## config.mk

```make
export PLATFORM = sky130hd
export DESIGN_NAME = tsfq_ctrl
export DESIGN_NICKNAME = d
export VERILOG_FILES = /design/src/hdl/tsfq_pkg.sv /design/src/hdl/tsfq_ctrl.sv
export SDC_FILE = /design/constraint.sdc
export NUM_CORES = 1
export LEC_CHECK = 0
export BUFFER_PORTS_ARGS = -buffer_cell sky130_fd_sc_hd__clkbuf_2
export CELL_PAD_IN_SITES_DETAIL_PLACEMENT = 0
export CELL_PAD_IN_SITES_GLOBAL_PLACEMENT = 2
export CORE_AREA = 2 2 39 41
export CTS_BUF_LIST = sky130_fd_sc_hd__clkbuf_4 sky130_fd_sc_hd__clkbuf_8
export DETAILED_ROUTE_END_ITERATION = 8
export DIE_AREA = 0 0 41 43
export PLACE_DENSITY = 0.81
export SLEW_MARGIN = 30
export SYNTH_ARGS = -nofsm -noshare
export SYNTH_HDL_FRONTEND = slang
export SYNTH_SLANG_ARGS = --single-unit
```

## constraint.sdc

```tcl
create_clock -name clk -period 1 [get_ports clk]
set_input_delay 0.05 -clock clk [delete_from_list [all_inputs] [get_ports clk]]
set_output_delay 0.05 -clock clk [all_outputs]
set_load 0.01 [all_outputs]
```

## src/hdl/tsfq_pkg.sv

```systemverilog
package tsfq_pkg;

	// Width of the word fields on both channels and of the status field.
	localparam int DATA_W = 32;
	localparam int STATUS_W = 2;

	// Defaults for the top-level parameters.
	localparam int DEFAULT_STACK_DEPTH = 128;
	localparam int DEFAULT_WORD_BITS = 32;

	// Request actions.
	localparam logic ACT_ENQ = 1'b0;
	localparam logic ACT_DEQ = 1'b1;

	typedef enum logic [STATUS_W-1:0] {
		ST_OK    = 2'd0,
		ST_FULL  = 2'd1,
		ST_EMPTY = 2'd2
	} status_t;

	typedef struct packed {
		logic                     action;
		logic signed [DATA_W-1:0] data_in;
	} req_t;

	typedef struct packed {
		logic signed [DATA_W-1:0] data_out;
		logic [STATUS_W-1:0]      status;
	} rsp_t;

	typedef enum logic [2:0] {
		S_IDLE,
		S_ENQ,
		S_DEQ_CHK,
		S_MOVE,
		S_DEQ_OUT,
		S_EMPTY_OUT
	} state_t;

	// Selects what goes into the response register.
	typedef enum logic [1:0] {
		RES_OK,
		RES_FULL,
		RES_EMPTY,
		RES_DATA
	} res_sel_t;

	// Commands from the controller to the datapath.
	typedef struct packed {
		logic     capture;
		logic     push;
		logic     pop;
		logic     move;
		logic     load;
		res_sel_t res_sel;
	} cmd_t;

	// Status from the datapath to the controller.
	typedef struct packed {
		logic req_deq;
		logic in_full;
		logic in_empty;
		logic out_empty;
		logic move_pend;
		logic slot_free;
	} sts_t;

endpackage

```

## src/hdl/tsfq_ctrl.sv

```systemverilog
module tsfq_ctrl (
	input  logic             clk,
	input  logic             arst_n,
	input  logic             req_valid,
	output logic             req_ready,
	input  tsfq_pkg::sts_t   sts,
	output tsfq_pkg::cmd_t   cmd
);

	tsfq_pkg::state_t state_q;
	tsfq_pkg::state_t state_d;

	always_ff @(posedge clk or negedge arst_n) begin
		if (!arst_n) begin
			state_q <= tsfq_pkg::S_IDLE;
		end else begin
			state_q <= state_d;
		end
	end

	// Next state.
	always_comb begin
		state_d = state_q;
		unique case (state_q) inside
			tsfq_pkg::S_IDLE: begin
				if (req_valid) begin
					state_d = sts.req_deq ? tsfq_pkg::S_DEQ_CHK : tsfq_pkg::S_ENQ;
				end
			end
			tsfq_pkg::S_ENQ: begin
				if (sts.slot_free) begin
					state_d = tsfq_pkg::S_IDLE;
				end
			end
			tsfq_pkg::S_DEQ_CHK: begin
				if (!sts.out_empty) begin
					state_d = tsfq_pkg::S_DEQ_OUT;
				end else if (sts.in_empty) begin
					state_d = tsfq_pkg::S_EMPTY_OUT;
				end else begin
					state_d = tsfq_pkg::S_MOVE;
				end
			end
			tsfq_pkg::S_MOVE: begin
				// The last word read from the inbound stack must land before leaving.
				if (sts.in_empty && !sts.move_pend) begin
					state_d = tsfq_pkg::S_DEQ_CHK;
				end
			end
			tsfq_pkg::S_DEQ_OUT, tsfq_pkg::S_EMPTY_OUT: begin
				if (sts.slot_free) begin
					state_d = tsfq_pkg::S_IDLE;
				end
			end
			default: begin
				state_d = tsfq_pkg::S_IDLE;
			end
		endcase
	end

	// Outputs.
	always_comb begin
		req_ready   = 1'b0;
		cmd         = '0;
		cmd.res_sel = tsfq_pkg::RES_OK;
		unique case (state_q)
			tsfq_pkg::S_IDLE: begin
				req_ready   = 1'b1;
				cmd.capture = req_valid;
			end
			tsfq_pkg::S_ENQ: begin
				if (sts.slot_free) begin
					cmd.load = 1'b1;
					if (sts.in_full) begin
						cmd.res_sel = tsfq_pkg::RES_FULL;
					end else begin
						cmd.push    = 1'b1;
						cmd.res_sel = tsfq_pkg::RES_OK;
					end
				end
			end
			tsfq_pkg::S_DEQ_CHK: begin
				cmd.pop = !sts.out_empty;
			end
			tsfq_pkg::S_MOVE: begin
				cmd.move = 1'b1;
			end
			tsfq_pkg::S_DEQ_OUT: begin
				cmd.load    = sts.slot_free;
				cmd.res_sel = tsfq_pkg::RES_DATA;
			end
			tsfq_pkg::S_EMPTY_OUT: begin
				cmd.load    = sts.slot_free;
				cmd.res_sel = tsfq_pkg::RES_EMPTY;
			end
			default: begin
				cmd.load = 1'b0;
			end
		endcase
	end

endmodule

```

==> results.cfg <==
[finish]
top_regs = state_q: 3 flops
largest_register_ffs = 3
fin_cells = 74
layout-drive-gt1-share_pct = 68.97
syn_to_final_growth_pct = 94.69
fin_util_pct = 36.44
final_cell_area_um2 = 504.2
n_antenna_cell = 0
max_flop_register = state_q
nNetsFinal = 68
layout_commonest_cell = clkbuf_2
final_cell_mix = clkbuf_2, buf_2, buf_6

[placement]
detailed_place_hpwl_um = 512.8
gp_congestion = 0.7064
preCtsSetupSlack_ps = -29.87
portBuffers = 16
placed_area_um2 = 375.4
placed_cells = 65

[clocking]
clk_pin_slew_worst_paths_ps = 40
ctsRootBufferMaster = clkbuf_4
cts_htree_levels = 1
cts_buffer_depth = 2
cts_buffers = 3
cts_tree = built
clk-insertion-delay-late_ps = 240
numClockSinks = 3

[routing]
dr.first_iter.drc_count = 1
drtAntennaViolNets = 0
vias = 326
via_per_inst = 4.405
drt_first_pass_iters = 4
drt-total-wl_um = 766
wl_per_cell_um = 10.35
drc = 0

[sta]
timing.hold.ws_ps = 90.11
final.min_clock_period_ps = 1261
final-setup-viol-count = 11
worstMarginPinSlew_ps = 205.3
fin_setup_tns_ps = -1433
hold_viol_final = 0
setup_ws_ps = -261.2
timing.final.crit_share_pct = 126.1
max-slew-margin-rel_pct = 86.27
max_freq_ghz = 0.7929
finalClockSkew_ps = 4.783
maxSlewViolCount = 0
rsz0062_at_grt = true

[synthesis]
avgSynthCellArea_um2 = 8.355
synth_cells = 31
ys_types = 19
ys_warn_count = 0
synth_top_cell_area_share_pct = 28.99
synth-async-reset-ratio_pct = 100.0
synth-edff-count = 0
synth_top_cells_by_area = dfrtp_1, buf_6, nor2_1, nand2b_1, and3_1
synth_area_um2 = 259.0
ys_ff_latch = 3
syn-num-nets = 40
ys_seq_area_share_pct = 28.99
synth-main-ff-cell = dfrtp_1
synth_largest_area_cell = dfrtp_1

[pwr]
swShare_pct = 38.55
power_density_mw_per_mm2 = 3092
intPower_mw = 0.9580
p_sw_mw = 0.6010
vdd_drop_max_mv = 1.302
report.power.total_mw = 1.559
p_seq_share_pct = 15.4
clockPowerShare_pct = 16.2
p_leak_nw = 0.2539
pwr-share-comb_pct = 68.3

[floorplanning]
num_rows = 14
die_h_um = 43
die_w_um = 41
start_util_pct = 18.72
io_pins = 17
core_mm2 = 0.001384
die_area_mm2 = 0.001763

[global_route]
grt_max_degree = 9
grt_pass1_vias = 322
gr-total-overflow = 0
globalRouteTotalUtil_pct = 10.35
grt_antenna_before_repair = 0
grt_pass1_wl_um = 1214

[critical_path]
r2r_cells = 4
worstPathMaxFanout = 3
cp_data_required_time_ps = 950
crit_type = reg2out
end_kind = output port
worstPathArrival_ps = 1210
critPathLaunchType = flop

[status]
violations = negative setup slack
status = finished with violations

[worst_hold_path]
hold_class = in2reg
hold_path_depth = 2

[job]
drv_cap = 0
## per-layer routing
metal / GRT usage [%] / up-vias / share of wire [%]
met5: 0 / - / 0
met4: 8.000 / 0 / 2.5
met3: 3.665 / 2 / 8.7
met2: 15.31 / 15 / 51
met1: 11.29 / 146 / 38
li1: - / 163 / -
## critical path, stage by stage (launching register included)
cell,delay [ps]
dfrtp_1,390
or2_4,270
nor2_4,80
and2_4,140
buf_6,90
## final timing paths
kind	startpoint	end	slack, ps
max in group asynchronous	arst_n	state_q[1]	750
min reg2reg	state_q[2]	state_q[1]	600
min	sts[0]	state_q[2]	90
max	state_q[2]	cmd[6]	-260
max reg2reg	state_q[1]	state_q[0]	-50
min in group asynchronous	arst_n	state_q[1]	130
## final cells by class
type	count	area (µm²)
clock buffer	4	30.03
fill	153	879.6
timing repair buffer	25	175.2
multi-input combinational	24	195.2
sequential	3	76.32
inverter	2	7.507
tap	16	20.02
## Yosys cell counts, types with 2 or more instances
master,n
nand2b_1,3
buf_6,2
dfrtp_1,3
inv_1,2
nor2_1,6
and3_1,2
## cell families after synthesis
family | Yosys count | share of synthesized area (%)
compound gates | 7 | 21.25
buf+inv | 4 | 11.59
simple gates | 17 | 38.17
flops | 3 | 28.98
## power groups by stage
stage          Clock, mW  Sequential [mW]  Combinational, mW
2_1_floorplan          0            0.224              0.537
3_3_place_gp           0            0.225              0.770
3_5_place_dp           0            0.229              0.760
4_1_cts            0.254            0.228              0.934
5_1_grt            0.264            0.250               1.16
6_report           0.253            0.240               1.07
## repair_timing
item / 4_1_cts / 5_1_grt
pin swaps: 2 / 4
hold buffers: 1 / 0
endpoints found under the hold margin: 3 / 0
setup endpoints to repair: 9 / 10
resized for setup: 9 / 15
cloned: 0 / 0
setup buffers: 2 / 2
No activity file was read; power rests on OpenSTA's default activity.
